$ cat src/hufd_pkg.sv
// Shared types, codes and defaults for the Huffman tree build and decode core.
// Used by every module of the block; depends on nothing.
package hufd_pkg;

  localparam int SYMBOLS_DEF   = 256;
  localparam int FREQ_BITS_DEF = 24;
  localparam int CMD_DEPTH     = 4;
  localparam int OUT_DEPTH     = 8;

  typedef enum logic [1:0] {
    CMD_LOAD   = 2'd0,
    CMD_BUILD  = 2'd1,
    CMD_DECODE = 2'd2,
    CMD_NONE   = 2'd3
  } cmd_t;

  typedef enum logic [1:0] {
    STS_OK     = 2'd0,
    STS_EMPTY  = 2'd1,
    STS_NOTREE = 2'd2
  } sts_t;

  typedef struct packed {
    cmd_t        cmd;
    logic [7:0]  symbol_index;
    logic [23:0] frequency;
    logic [7:0]  data_byte;
  } in_item_t;

  typedef struct packed {
    logic [7:0] symbol;
    logic       is_status;
    sts_t       status;
    logic       message_done;
    logic       last;
  } out_item_t;

  typedef struct packed {
    logic     vld;
    in_item_t item;
  } cmd_chan_t;

  typedef enum logic [3:0] {
    ST_IDLE,
    ST_SCAN_RD,
    ST_SCAN_CHK,
    ST_INS_RD,
    ST_INS_CMP,
    ST_LEAVES_END,
    ST_MERGE_CHK,
    ST_POP_A,
    ST_POP_B,
    ST_ROOT,
    ST_ROOT_REC,
    ST_STATUS,
    ST_DEC_BIT,
    ST_DEC_CHK,
    ST_DEC_END
  } eng_state_t;

endpackage

$ cat src/hufd_front.sv
// Front end: accepts requests, drops unused commands and queues the rest.
// Depends on hufd_pkg.
module hufd_front (
  input  logic                clk,
  input  logic                rst_n,
  input  logic                in_push,
  input  hufd_pkg::in_item_t  in_data,
  output logic                in_full,
  output hufd_pkg::cmd_chan_t cmd_chan,
  input  logic                cmd_pop
);
  import hufd_pkg::*;

  localparam int AB = $clog2(CMD_DEPTH);

  in_item_t        fifo_r [CMD_DEPTH];
  logic [AB:0]     wr_ptr_r, wr_ptr_nxt;
  logic [AB:0]     rd_ptr_r, rd_ptr_nxt;
  logic            wr_en;
  logic            rd_en;

  assign in_full = (wr_ptr_r[AB] != rd_ptr_r[AB]) && (wr_ptr_r[AB-1:0] == rd_ptr_r[AB-1:0]);
  assign wr_en   = in_push && !in_full && (in_data.cmd != CMD_NONE);
  assign cmd_chan.vld  = (wr_ptr_r != rd_ptr_r);
  assign cmd_chan.item = fifo_r[rd_ptr_r[AB-1:0]];
  assign rd_en   = cmd_pop && cmd_chan.vld;

  always_comb begin
    wr_ptr_nxt = wr_ptr_r + (AB+1)'(wr_en);
    rd_ptr_nxt = rd_ptr_r + (AB+1)'(rd_en);
  end

  always_ff @(posedge clk) begin
    if (!rst_n) begin
      wr_ptr_r <= '0;
      rd_ptr_r <= '0;
    end else begin
      wr_ptr_r <= wr_ptr_nxt;
      rd_ptr_r <= rd_ptr_nxt;
    end
  end

  always_ff @(posedge clk) begin
    if (wr_en) begin
      fifo_r[wr_ptr_r[AB-1:0]] <= in_data;
    end
  end

endmodule

$ cat config.mk
export PLATFORM = sky130hd
export DESIGN_NAME = hufd_front
export DESIGN_NICKNAME = d
export VERILOG_FILES = /design/src/hufd_pkg.sv /design/src/hufd_front.sv
export SDC_FILE = /design/constraint.sdc
export NUM_CORES = 1
export LEC_CHECK = 0
export BUFFER_PORTS_ARGS = -buffer_cell sky130_fd_sc_hd__buf_2
export CAP_MARGIN = 20
export CORE_MARGIN = 2
export CORE_UTILIZATION = 37
export DETAILED_ROUTE_END_ITERATION = 10
export PLACE_DENSITY_LB_ADDON = 0.25
export SLEW_MARGIN = 20
export SYNTH_ARGS = -nofsm -noshare
export SYNTH_HDL_FRONTEND = slang
export SYNTH_SLANG_ARGS = --single-unit
$ cat constraint.sdc
create_clock -name clk -period 5.3 [get_ports clk]
set_input_delay 0.265 -clock clk [delete_from_list [all_inputs] [get_ports clk]]
set_output_delay 0.265 -clock clk [all_outputs]
set_load 0.05 [all_outputs]
==> results.cfg <==
[floorplanning]
core_um2 = 17100
die_x_um = 135
ios = 90
start_util = 0.374
dieHeight_um = 135
dieArea_um2 = 18300
row_count = 48

[final_layout]
fillers = 1463
final_util = 0.454
area.growth.synth_to_final_pct = 21.4
fin_cells = 596
final_nets = 408
antenna_cells = 0
multi_input_area_um2 = 1170
final_cell_mix = edfxtp_1, buf_2, mux4_2
final_layout_size_suffix_gt1_frac = 0.474
mostFrequentLayoutCell = edfxtp_1
seqCellArea_um2 = 5170

[synthesis]
synth-seq-cells = 174
synth_compound_area_frac = 0.00255
syn_area_um2 = 6390
synth_area_leaders = edfxtp_1, mux4_2, dfxtp_1, ha_1, and2_1
synth_simple_gate_area_frac = 0.0147
synth_mux_area_frac = 0.148
synth_top_area_share = 0.790
ys_types = 19
ys_seq_area_frac = 0.809
yosysTopAreaCell = edfxtp_1
yosys_warnings = 0
synth_nets = 302
synth_top_family_by_area = multiplexers
synthXorXnorAreaFrac = 0.00686
syn_inst = 252
synthAdderAreaFrac = 0.00784
avgSynthCellArea_um2 = 25.3

[critical_path]
crit_required_ns = 5.36
arrival_ns = 2.75
criticalPathCategory = flop to flop
crit_fanout = 33
end_kind = flop
start_kind = flop

[power]
max-vdd-ir-drop_mv = 0.230
power.density_nw_per_um2 = 455
p_leak_nw = 2.63

[clocking]
clock_latency_ns = 0.42
tritoncts = built
path_clk_slew_ns = 0.06
h-tree-depth = 4
cts_resized = 0
root_buffer = clkbuf_16
cts_made_buffers = 17
post_cts_buffers = 0
clock_sinks = 174
cts_buffer_depth = 2
cts_hold_buf = 0

[job]
cap_violations = 0

[placement]
gp_congestion = 0.665
dp.cells = 564
numPortBuffers = 89
hpwlAfterDp_um = 6870

[global_route]
grt_start_max_net_pins = 44
grt_pass1_wl_um = 17600
overflow = 0
antenna_found_initial = 0
grt_usage = 0.136
grt_pass1_vias = 3108

[route]
vias = 2891
drt-initial-drc-count = 179
wl_per_cell_um = 19.2
dr.pass1.iters = 4
drc_errors = 0
postRouteAntennaNets = 0
wirelength_um = 11500
vias_per_cell = 4.85

[sta]
finalCritPeriodShare = 0.508
fmax_mhz = 371
whs_ns = 0.0536
tns_ns = 0
hold_viol = 0
slew_headroom = 0.387
skew_ns = 0.00853
fin_crit_ns = 2.69
max_slew.worst_pin.slew_ns = 0.915
setup_viol = 0
drv_slew = 0
grt_setup_unrepaired = false

[run_status]
outcome = finished clean

[min_path]
hold_path.class = input port to flop
-- through the flow --
| step | setup slack (ns) | power (mW) | cell area [um^2] |
|---|---|---|---|
| after global placement | 2.63 | 2.29 | 7130 |
| after detailed placement | 2.53 | 2.30 | 7130 |
| after global routing | 2.38 | 3.65 | 7750 |
| after CTS | 2.50 | 3.57 | 7750 |
| final | 2.61 | 3.53 | 7750 |
| after floorplan | 0.783 | 2.14 | 6390 |
-- critical path, stage by stage (launching register included) --
cell and delay (ns):
dfxtp_1 0.45, xor2_1 0.29, o311ai_2 0.25, nor3_2 0.75
buf_4 0.58
-- synth_stat cells (all sizes together) --
| master | n |
|---|---|
| dfxtp | 6 |
| clkbuf | 1 |
| buf | 9 |
| edfxtp | 168 |
| ha | 4 |
| mux4 | 42 |
| xor2 | 4 |
| and2 | 7 |
| or3b | 1 |
| inv | 1 |
| o311ai | 1 |
| nor2 | 1 |
| xnor2 | 1 |
| nor3b | 2 |
| nor3 | 2 |
| nand2 | 2 |
-- final timing paths --
kind	from	slack, ns	end	cells past startpoint
worst max-delay path	wr_ptr_r[1]$_SDFF_PN0_	2.61	fifo_r[0][5]$_DFFE_PP_	4
worst min-delay path	in_data[20]	0.05	fifo_r[3][20]$_DFFE_PP_	1
worst min register to register	wr_ptr_r[2]$_SDFF_PN0_	0.61	wr_ptr_r[2]$_SDFF_PN0_	2
worst max register to register	wr_ptr_r[1]$_SDFF_PN0_	2.61	fifo_r[0][5]$_DFFE_PP_	4
-- cells by family after synthesis --
| group | count (synthesis) |
|---|---|
| AO/OA/AOI/OAI | 1 |
| XOR/XNOR | 5 |
| adder cells (fa/ha/maj) | 4 |
| buffers and inverters | 11 |
| flip-flops | 174 |
| multiplexers | 42 |
| AND/OR/NAND/NOR | 15 |
-- routing by layer --
layer | up-vias | GRT usage | routed length [um]
met1 | 1524 | 0.171 | 4980
met4 | 0 | 0.0590 | 196
met2 | 74 | 0.218 | 5690
met3 | 14 | 0.0430 | 607
li1 | 1279 | - | -
met5 | - | 0 | 0
-- flip-flops by register name (all words and copies together), names as in the netlist --
name / cells
rd_ptr_r: 3
fifo_r: 168
wr_ptr_r: 3
-- report_power, final --
part           internal [mW]  switching [mW]  total, mW
combinational          0.209           0.466      0.674
sequential              1.57          0.0134       1.58
clock                  0.803           0.469       1.27
-- area by class of cell --
| class | count | area share |
|---|---|---|
| sequential | 174 | 0.667 |
| clock inverter | 6 | 0.0139 |
| tap | 225 | 0.0363 |
| timing repair buffer | 97 | 0.0652 |
| clock buffer | 26 | 0.0657 |
| inverter | 1 | 0.000484 |
| multi-input combinational | 67 | 0.151 |
Note: power is estimated with default switching activity, not from simulation.
