[config.mk]
export PLATFORM = sky130hd
export DESIGN_NAME = hufd_out_fifo
export DESIGN_NICKNAME = d
export VERILOG_FILES = /design/src/hufd_pkg.sv /design/src/hufd_out_fifo.sv
export SDC_FILE = /design/constraint.sdc
export NUM_CORES = 1
export LEC_CHECK = 0
export ABC_AREA = 1
export BUFFER_PORTS_ARGS = -buffer_cell sky130_fd_sc_hd__buf_4
export CAP_MARGIN = 40
export CORE_MARGIN = 1.5
export CORE_UTILIZATION = 45
export CTS_CLUSTER_SIZE = 14
export DETAILED_ROUTE_END_ITERATION = 8
export PLACE_DENSITY = 0.61
export SLEW_MARGIN = 30
export SYNTH_ARGS = -nofsm -noshare
export SYNTH_HDL_FRONTEND = slang
export SYNTH_SLANG_ARGS = --single-unit
[constraint.sdc]
create_clock -name clk -period 3.45 [get_ports clk]
set_input_delay 0.69 -clock clk [delete_from_list [all_inputs] [get_ports clk]]
set_output_delay 0.69 -clock clk [all_outputs]
set_load 0.02 [all_outputs]
[src/hufd_pkg.sv]
// Shared types, codes and defaults for the Huffman tree build and decode core.
// Used by every module of the block; depends on nothing.
package hufd_pkg;

  localparam int SYMBOLS_DEF   = 256;
  localparam int FREQ_BITS_DEF = 24;
  localparam int CMD_DEPTH     = 4;
  localparam int OUT_DEPTH     = 8;

  typedef enum logic [1:0] {
    CMD_LOAD   = 2'd0,
    CMD_BUILD  = 2'd1,
    CMD_DECODE = 2'd2,
    CMD_NONE   = 2'd3
  } cmd_t;

  typedef enum logic [1:0] {
    STS_OK     = 2'd0,
    STS_EMPTY  = 2'd1,
    STS_NOTREE = 2'd2
  } sts_t;

  typedef struct packed {
    cmd_t        cmd;
    logic [7:0]  symbol_index;
    logic [23:0] frequency;
    logic [7:0]  data_byte;
  } in_item_t;

  typedef struct packed {
    logic [7:0] symbol;
    logic       is_status;
    sts_t       status;
    logic       message_done;
    logic       last;
  } out_item_t;

  typedef struct packed {
    logic     vld;
    in_item_t item;
  } cmd_chan_t;

  typedef enum logic [3:0] {
    ST_IDLE,
    ST_SCAN_RD,
    ST_SCAN_CHK,
    ST_INS_RD,
    ST_INS_CMP,
    ST_LEAVES_END,
    ST_MERGE_CHK,
    ST_POP_A,
    ST_POP_B,
    ST_ROOT,
    ST_ROOT_REC,
    ST_STATUS,
    ST_DEC_BIT,
    ST_DEC_CHK,
    ST_DEC_END
  } eng_state_t;

endpackage

[src/hufd_out_fifo.sv]
// Result queue between the engine and the result channel.
// Depends on hufd_pkg.
module hufd_out_fifo (
  input  logic                clk,
  input  logic                rst_n,
  input  logic                push,
  input  hufd_pkg::out_item_t din,
  output logic                full,
  input  logic                pop,
  output hufd_pkg::out_item_t dout,
  output logic                empty
);
  import hufd_pkg::*;

  localparam int AB = $clog2(OUT_DEPTH);

  out_item_t   fifo_r [OUT_DEPTH];
  logic [AB:0] wr_ptr_r, wr_ptr_nxt;
  logic [AB:0] rd_ptr_r, rd_ptr_nxt;
  logic        wr_en;
  logic        rd_en;

  assign full  = (wr_ptr_r[AB] != rd_ptr_r[AB]) && (wr_ptr_r[AB-1:0] == rd_ptr_r[AB-1:0]);
  assign empty = (wr_ptr_r == rd_ptr_r);
  assign dout  = fifo_r[rd_ptr_r[AB-1:0]];
  assign wr_en = push && !full;
  assign rd_en = pop && !empty;

  always_comb begin
    wr_ptr_nxt = wr_ptr_r + (AB+1)'(wr_en);
    rd_ptr_nxt = rd_ptr_r + (AB+1)'(rd_en);
  end

  always_ff @(posedge clk) begin
    if (!rst_n) begin
      wr_ptr_r <= '0;
      rd_ptr_r <= '0;
    end else begin
      wr_ptr_r <= wr_ptr_nxt;
      rd_ptr_r <= rd_ptr_nxt;
    end
  end

  always_ff @(posedge clk) begin
    if (wr_en) begin
      fifo_r[wr_ptr_r[AB-1:0]] <= din;
    end
  end

endmodule

==> results of run 1 <==
[sequential cells by signal, summed over array words and instances (netlist names)]
register,flops
fifo_r,104
wr_ptr_r,4
rd_ptr_r,4
[worst max-delay path by stage]
stage | startpoint | endpoint | slack [ns] | cells past startpoint
floorplan | wr_ptr_r[0]$_SDFF_PN0_ | fifo_r[0][0]$_DFFE_PP_ | 1.66 | 6
global placement | rd_ptr_r[0]$_SDFF_PN0_ | dout[0] | 1.09 | 8
detailed placement | rd_ptr_r[0]$_SDFF_PN0_ | dout[0] | 1.05 | 8
CTS | rd_ptr_r[0]$_SDFF_PN0_ | dout[0] | 0.63 | 8
global route | rd_ptr_r[0]$_SDFF_PN0_ | dout[3] | 0.47 | 8
finish | rd_ptr_r[0]$_SDFF_PN0_ | dout[0] | 0.66 | 8
[routing by layer]
| metal | wire, um | part of all wire [%] | global-route usage, % | vias up |
|---|---|---|---|---|
| li1 | - | - | - | 1433 |
| met1 | 4150 | 47 | 23.4 | 1412 |
| met2 | 4310 | 49 | 27.8 | 43 |
| met3 | 230 | 2.6 | 2.44 | 11 |
| met4 | 139 | 1.6 | 6.75 | 0 |
| met5 | 0 | 0 | 0 | - |
[cell families after synthesis]
group	count (synthesis)
AOI/OAI and AO/OA	82
xor gates and xnor gates	1
adders and majority gates	4
buffers and inverters	36
DFF	112
and+or+nand+nor	162
[power by group]
part | total, mW | switching [mW] | internal, mW
Combinational | 0.511 | 0.321 | 0.190
Clock | 0.787 | 0.443 | 0.344
Sequential | 1.56 | 0.0417 | 1.52
[worst max-delay path: stages, from the launching register on]
cell     delay, ns
dfxtp_2       0.73
buf_4         0.37
nor2_1        0.08
nor2_1        0.08
o21ai_1       0.07
o21ai_1       0.11
nand2_1       0.07
nand2_1       0.07
buf_4         0.13
[layout make-up]
cell class,instances,area (um2),share of cell area [%]
clock buffer,9,124,2.40
tap,133,166,3.22
clock inverter,7,76.3,1.48
inverter,14,57.6,1.11
sequential,112,3280,63.6
multi-input combinational,249,1110,21.5
timing repair buffer,44,343,6.64
[cells in the mapped netlist]
| cell | n | area (um2) |
|---|---|---|
| ha_1 | 4 | 50.1 |
| clkbuf_1 | 1 | 3.75 |
| nand2_1 | 55 | 206 |
| a21oi_1 | 2 | 10.0 |
| inv_2 | 2 | 7.51 |
| buf_6 | 9 | 101 |
| xnor2_1 | 1 | 8.76 |
| nand2_2 | 2 | 12.5 |
| nor2_1 | 92 | 345 |
| o21ai_1 | 49 | 245 |
| nand2_4 | 1 | 11.3 |
| inv_1 | 11 | 41.3 |
| buf_2 | 8 | 40.0 |
| dfxtp_1 | 8 | 160 |
| o21ai_0 | 31 | 155 |
| nand4_2 | 1 | 12.5 |
| edfxtp_1 | 104 | 3120 |
| buf_4 | 4 | 30.0 |
| inv_6 | 1 | 8.76 |
| nand3_1 | 11 | 55.1 |
[through the flow]
step           area (um2)  power (mW)
2_1_floorplan        4630        1.97
3_3_place_gp         4960        2.10
3_5_place_dp         4960        2.11
4_1_cts              5160        2.89
5_1_grt              5160        3.00
6_report             5160        2.86
==> results by group, run 1 <==
Run status
  • Status: finished clean

Hold path
  • Min-delay worst type: reg -> reg
  • WHS Path Cells: 2
  • Hold Path End: wr_ptr_r[3]$_SDFF_PN0_
  • Min-delay src: wr_ptr_r[3]$_SDFF_PN0_

Floorplan
  • Die ar.: 10,900 um2
  • I/O pin count: 32
  • Core ar.: 9860 um2
  • Rows: 36
  • Die X: 104 um
  • Initial core utilization: 46.9%
  • Die height: 104 um

STA
  • Hold Slack: 0.492 ns
  • Maximum clock frequency: 359 MHz
  • Setup TNS: 0 ns
  • Final Setup Violations: 0
  • Slew @ Worst Pin: 0.608 ns
  • Relative slew slack: 59.4%
  • Setup ws final: 0.661 ns
  • RSZ-0062 raised after global routing: false
  • Max Slew Vio Count: 0
  • Final worst-path cycle share: 80.8%
  • Hold Violations, Final: 0
  • Crit path time final: 2.79 ns
  • Setup clock skew after layout: 0.0102 ns

Routing
  • First-pass detailed-route iteration total: 4
  • Iter 0 DRT Violations: 119
  • Final wirelength: 8.83 mm
  • WL per Instance: 15.6 um
  • DR DRC count: 0
  • Via density: 5.10
  • Detail Route Antenna Nets: 0
  • Vias: 2,899

Clock tree
  • H-Tree Depth: 3
  • CTS Buf Count: 9
  • Hold Buf Count CTS: 0
  • Worst-skew pair later-pin latency: 0.36 ns
  • Post_cts resized: 0
  • Clock Tree Buf Depth: 2
  • CTS Sinks: 112
  • Post-CTS Setup Inserts: 0
  • Clock-pin slew on the worst setup and hold paths: 0.10 ns
  • Clock root cell: clkbuf_8
  • CTS tree: yes

Synthesis
  • Mapped Avg Cell Area: 11.7 um2
  • Main combinational cell family by area after synthesis: simple AND/OR/NAND/NOR gates
  • Register area share after synthesis: 70.9%
  • Synth Area in Compound Gates: 8.87%
  • Syn_nets: 418
  • Mux cell area share after synthesis: 0%
  • Synth warn: 0
  • Synth Area in Adders: 1.08%
  • Flop and latch count out of synthesis: 112
  • Synth Area in Simple Gates: 13.9%
  • Cells after synthesis: 397
  • Netlist cell types: 20
  • Syn Std Cell Area: 4630 um2
  • Xor and xnor area share after synthesis: 0.189%

Final layout
  • Most frequent cells in the layout: 104 x edfxtp_1, 92 x nor2_1, 55 x nand2_1
  • N_diodes: 0
  • Nets: 451
  • Final Core Density: 52.3%
  • Commonest non-fill, non-tap cell in the layout: edfxtp_1
  • Share of cells above drive strength 1: 15.6%
  • Fillcell total: 850
  • Synth-to-layout area growth: 11.6%
  • Fin cells: 568

GRT
  • Initial antenna violation count: 0
  • First-pass GRT wire length: 14.4 mm
  • Gr usage total: 17.2%
  • Vias in the first global route: 2,798
  • Pin count of the biggest net entering global routing: 54
  • GRT Residual Overflow: 0

Power
  • Power density cells: 554 nW/um2
  • Pleak: 1.90 nW
  • Max IR drop VDD: 0.000250 V

Worst setup path
  • R2R Path Start: rd_ptr_r[0]$_SDFF_PN0_
  • R2R setup slack: 1.07 ns
  • Depth of the worst register-to-register path: 7
  • Reg2reg end: fifo_r[5][12]$_DFFE_PP_
  • Worst setup EP type: primary output
  • Crit path launch type: flip-flop
  • Crit path arrival time: 2.10 ns
  • Crit Path Category: reg -> out
  • Critical Path Fanout Max: 32
  • Worst path required time: 2.76 ns

Placement
  • Post-DP HPWL: 5.26 mm
  • Cells after DPL: 552
  • GPL Wtd Cong: 0.725
  • Pre-CTS WS: 1.05 ns
  • Number of port buffers: 31

Job
  • Max Cap Viol: 0
No activity file was read; power rests on OpenSTA's default activity.
==> run 2: changes to the inputs <==
Settings changed: PLACE_DENSITY 0.61 to 0.64.
Clock period 3.45 ns to 2.5 ns, I/O delays scaled along.
==> results by group, run 2 (synthesized netlist as in run 1, its figures left out) <==
Worst setup path
  • Depth of the worst register-to-register path: 11 (+4)
  • CP top delay family: flip-flops
  • Max stage delay on crit path: 0.49 ns (-0.24 ns)
  • Cells along the critical path: buf_4 -> nor2_1 -> nor2_1 -> o21ai_1 -> o21ai_1 -> nand2_1 -> nand2_1 -> buf_4
  • Crit path launch type: flip-flop
  • Crit Path Category: reg -> out
  • Crit path arrival time: 1.79 ns (-0.31 ns)
  • Worst path required time: 2.00 ns (-0.76 ns)
  • Worst setup EP type: primary output
  • Worst path slowest cell: dfxtp_4
  • Stages on worst setup path: 8 (unchanged)
  • Critical Path Fanout Max: 21 (-34%)
  • WP buf/inv: 2 (unchanged)

Routing
  • Detail Route Antenna Nets: 0 (unchanged)
  • Iter 0 DRT Violations: 108 (-9.2%)
  • First-pass detailed-route iteration total: 4 (unchanged)
  • DR DRC count: 0 (unchanged)
  • WL per Instance: 15.3 um (-1.7%)
  • Vias: 2,916 (+0.59%)
  • Final wirelength: 8.81 mm (-0.29%)
  • Via density: 5.06 (-0.81%)

Floorplan
  • Die X: 104 um (unchanged)
  • Die height: 104 um (unchanged)
  • Core ar.: 9860 um2 (unchanged)
  • Die ar.: 10,900 um2 (unchanged)
  • Initial core utilization: 46.9% (unchanged)
  • Rows: 36 (unchanged)
  • I/O pin count: 32 (unchanged)

GRT
  • Met1 usage: 21.5% (-2.0 points)
  • Vias in the first global route: 2,870 (+2.6%)
  • Pin count of the biggest net entering global routing: 54 (unchanged)
  • Initial antenna violation count: 0 (unchanged)
  • First-pass GRT wire length: 14.3 mm (-0.91%)
  • Gr usage total: 17.2% (+0.023 points)
  • M3 GR Usage: 2.94% (+0.50 points)
  • GR peak layer: met2
  • Routing usage on met2: 29.2% (+1.4 points)
  • GRT Residual Overflow: 0 (unchanged)

STA
  • Final Setup Violations: 0 (unchanged)
  • Hold Slack: 0.346 ns (-0.146 ns)
  • RSZ-0062 raised after global routing: false
  • Slew @ Worst Pin: 0.397 ns (-0.212 ns)
  • Relative slew slack: 73.6% (+14 points)
  • Setup TNS: 0 ns (unchanged)
  • Max Slew Vio Count: 0 (unchanged)
  • Final worst-path cycle share: 91.7%
  • Maximum clock frequency: 436 MHz
  • Setup clock skew after layout: 0.0132 ns (+0.00302 ns)
  • Crit path time final: 2.29 ns
  • Hold Violations, Final: 0 (unchanged)

Job
  • Max Cap Viol: 0 (unchanged)

Final layout
  • Number of flip-flops under the largest register name: 104 (unchanged)
  • Fillcell total: 830 (-2.4%)
  • Area occupied by multi-input gates: 1110 um2 (unchanged)
  • N_diodes: 0 (unchanged)
  • Commonest non-fill, non-tap cell in the layout: edfxtp_1
  • Area of all sequential standard cells: 3290 um2 (about the same)
  • Synth-to-layout area growth: 12.2%
  • Most frequent cells in the layout: 104 x edfxtp_1, 92 x nor2_1, 55 x nand2_1
  • Nets: 459 (+1.8%)
  • Share of cells above drive strength 1: 16.7% (+1.1 points)
  • Fin cells: 576 (+1.4%)

Placement
  • Number of port buffers: 31 (unchanged)
  • Post-DP HPWL: 5.72 mm (+8.6%)
  • GPL Wtd Cong: 0.820 (+13%)
  • Cells after DPL: 560 (+1.4%)

Clock tree
  • CTS tree: yes
  • CTS Sinks: 112 (unchanged)
  • Clock-pin slew on the worst setup and hold paths: 0.11 ns (about the same)
  • Clock Tree Buf Depth: 2 (unchanged)
  • CTS Buf Count: 9 (unchanged)
  • H-Tree Depth: 3 (unchanged)
  • Clock root cell: clkbuf_8
  • Post-CTS Setup Inserts: 0 (unchanged)
  • Worst-skew pair later-pin latency: 0.38 ns (+0.02 ns)

Power
  • Power Total: 3.87 mW (+35%)
  • Max IR drop VDD: 0.000357 V (+43%)
  • Pleak: 1.92 nW (+1.4%)
  • Power density cells: 746 nW/um2 (+35%)

Hold path
  • WHS Path Cells: 1 (-1)
  • Min-delay worst type: in -> reg

Run status
  • Status: finished clean
-- run 2: cell count changes in the layout (fill, tap and decap cells not counted), sizes merged --
cell | previous run | this run
buf | 44 | 52
clkinv | 2 | 3
bufinv | 1 | 0
-- run 2: worst paths after layout --
path         slack [ns]                    from                      to
max                0.21  rd_ptr_r[0]$_SDFF_PN0_                 dout[3]
min                0.35                  din[8]  fifo_r[3][8]$_DFFE_PP_
max reg2reg        0.58  rd_ptr_r[0]$_SDFF_PN0_  wr_ptr_r[2]$_SDFF_PN0_
min reg2reg        0.50  wr_ptr_r[3]$_SDFF_PN0_  wr_ptr_r[3]$_SDFF_PN0_
-- run 2: timing repair --
item | 4_1_cts | 5_1_grt
resized for setup | 0 | 1
hold buffers | 0 | 0
setup endpoints to repair | 0 | 5
-- run 2: per-layer routing --
metal  share of wire (%)  up-vias  routed length, um
met5                   0        -                  0
li1                    -     1454                  -
met3                 5.6       11                497
met2                  50       69               4430
met1                  43     1382               3780
met4                 1.1        0                100
-- run 2: area by class of cell --
class                   instances  share of cell area (%)
well taps                     133                    3.20
multi-input cells             249                    21.4
repair buffers                 52                    7.52
inverters                      14                    1.11
flip-flops and latches        112                    63.3
clock inverters                 7                    1.06
clock buffers                   9                    2.39
-- run 2: worst reg2reg max path, cell delays in order, from the launching register on --
cell and delay, ns:
dfxtp_4 0.43, inv_6 0.32, nand2_2 0.09, nand2_2 0.08, nand4_2 0.14, nand2_4 0.14
inv_1 0.06, ha_1 0.19, ha_1 0.20, nand2_1 0.07, nand2_1 0.05, nor2_1 0.09
-- run 2: metrics by stage --
step | worst slack, ns | util (%) | instance area (um2)
final | 0.208 | 52.6 | 5190
after global routing | 0.0374 | 52.6 | 5190
after CTS | 0.0659 | 52.6 | 5190
after detailed placement | 0.485 | 50.8 | 5010
after global placement | 0.491 | 50.8 | 5010
after floorplan | 0.710 | - | 4630
-- run 2: report_power, final --
part           total, mW  switching (mW)  internal (mW)
registers           2.14          0.0390           2.10
logic              0.733           0.464          0.269
clock network       1.00           0.625          0.375
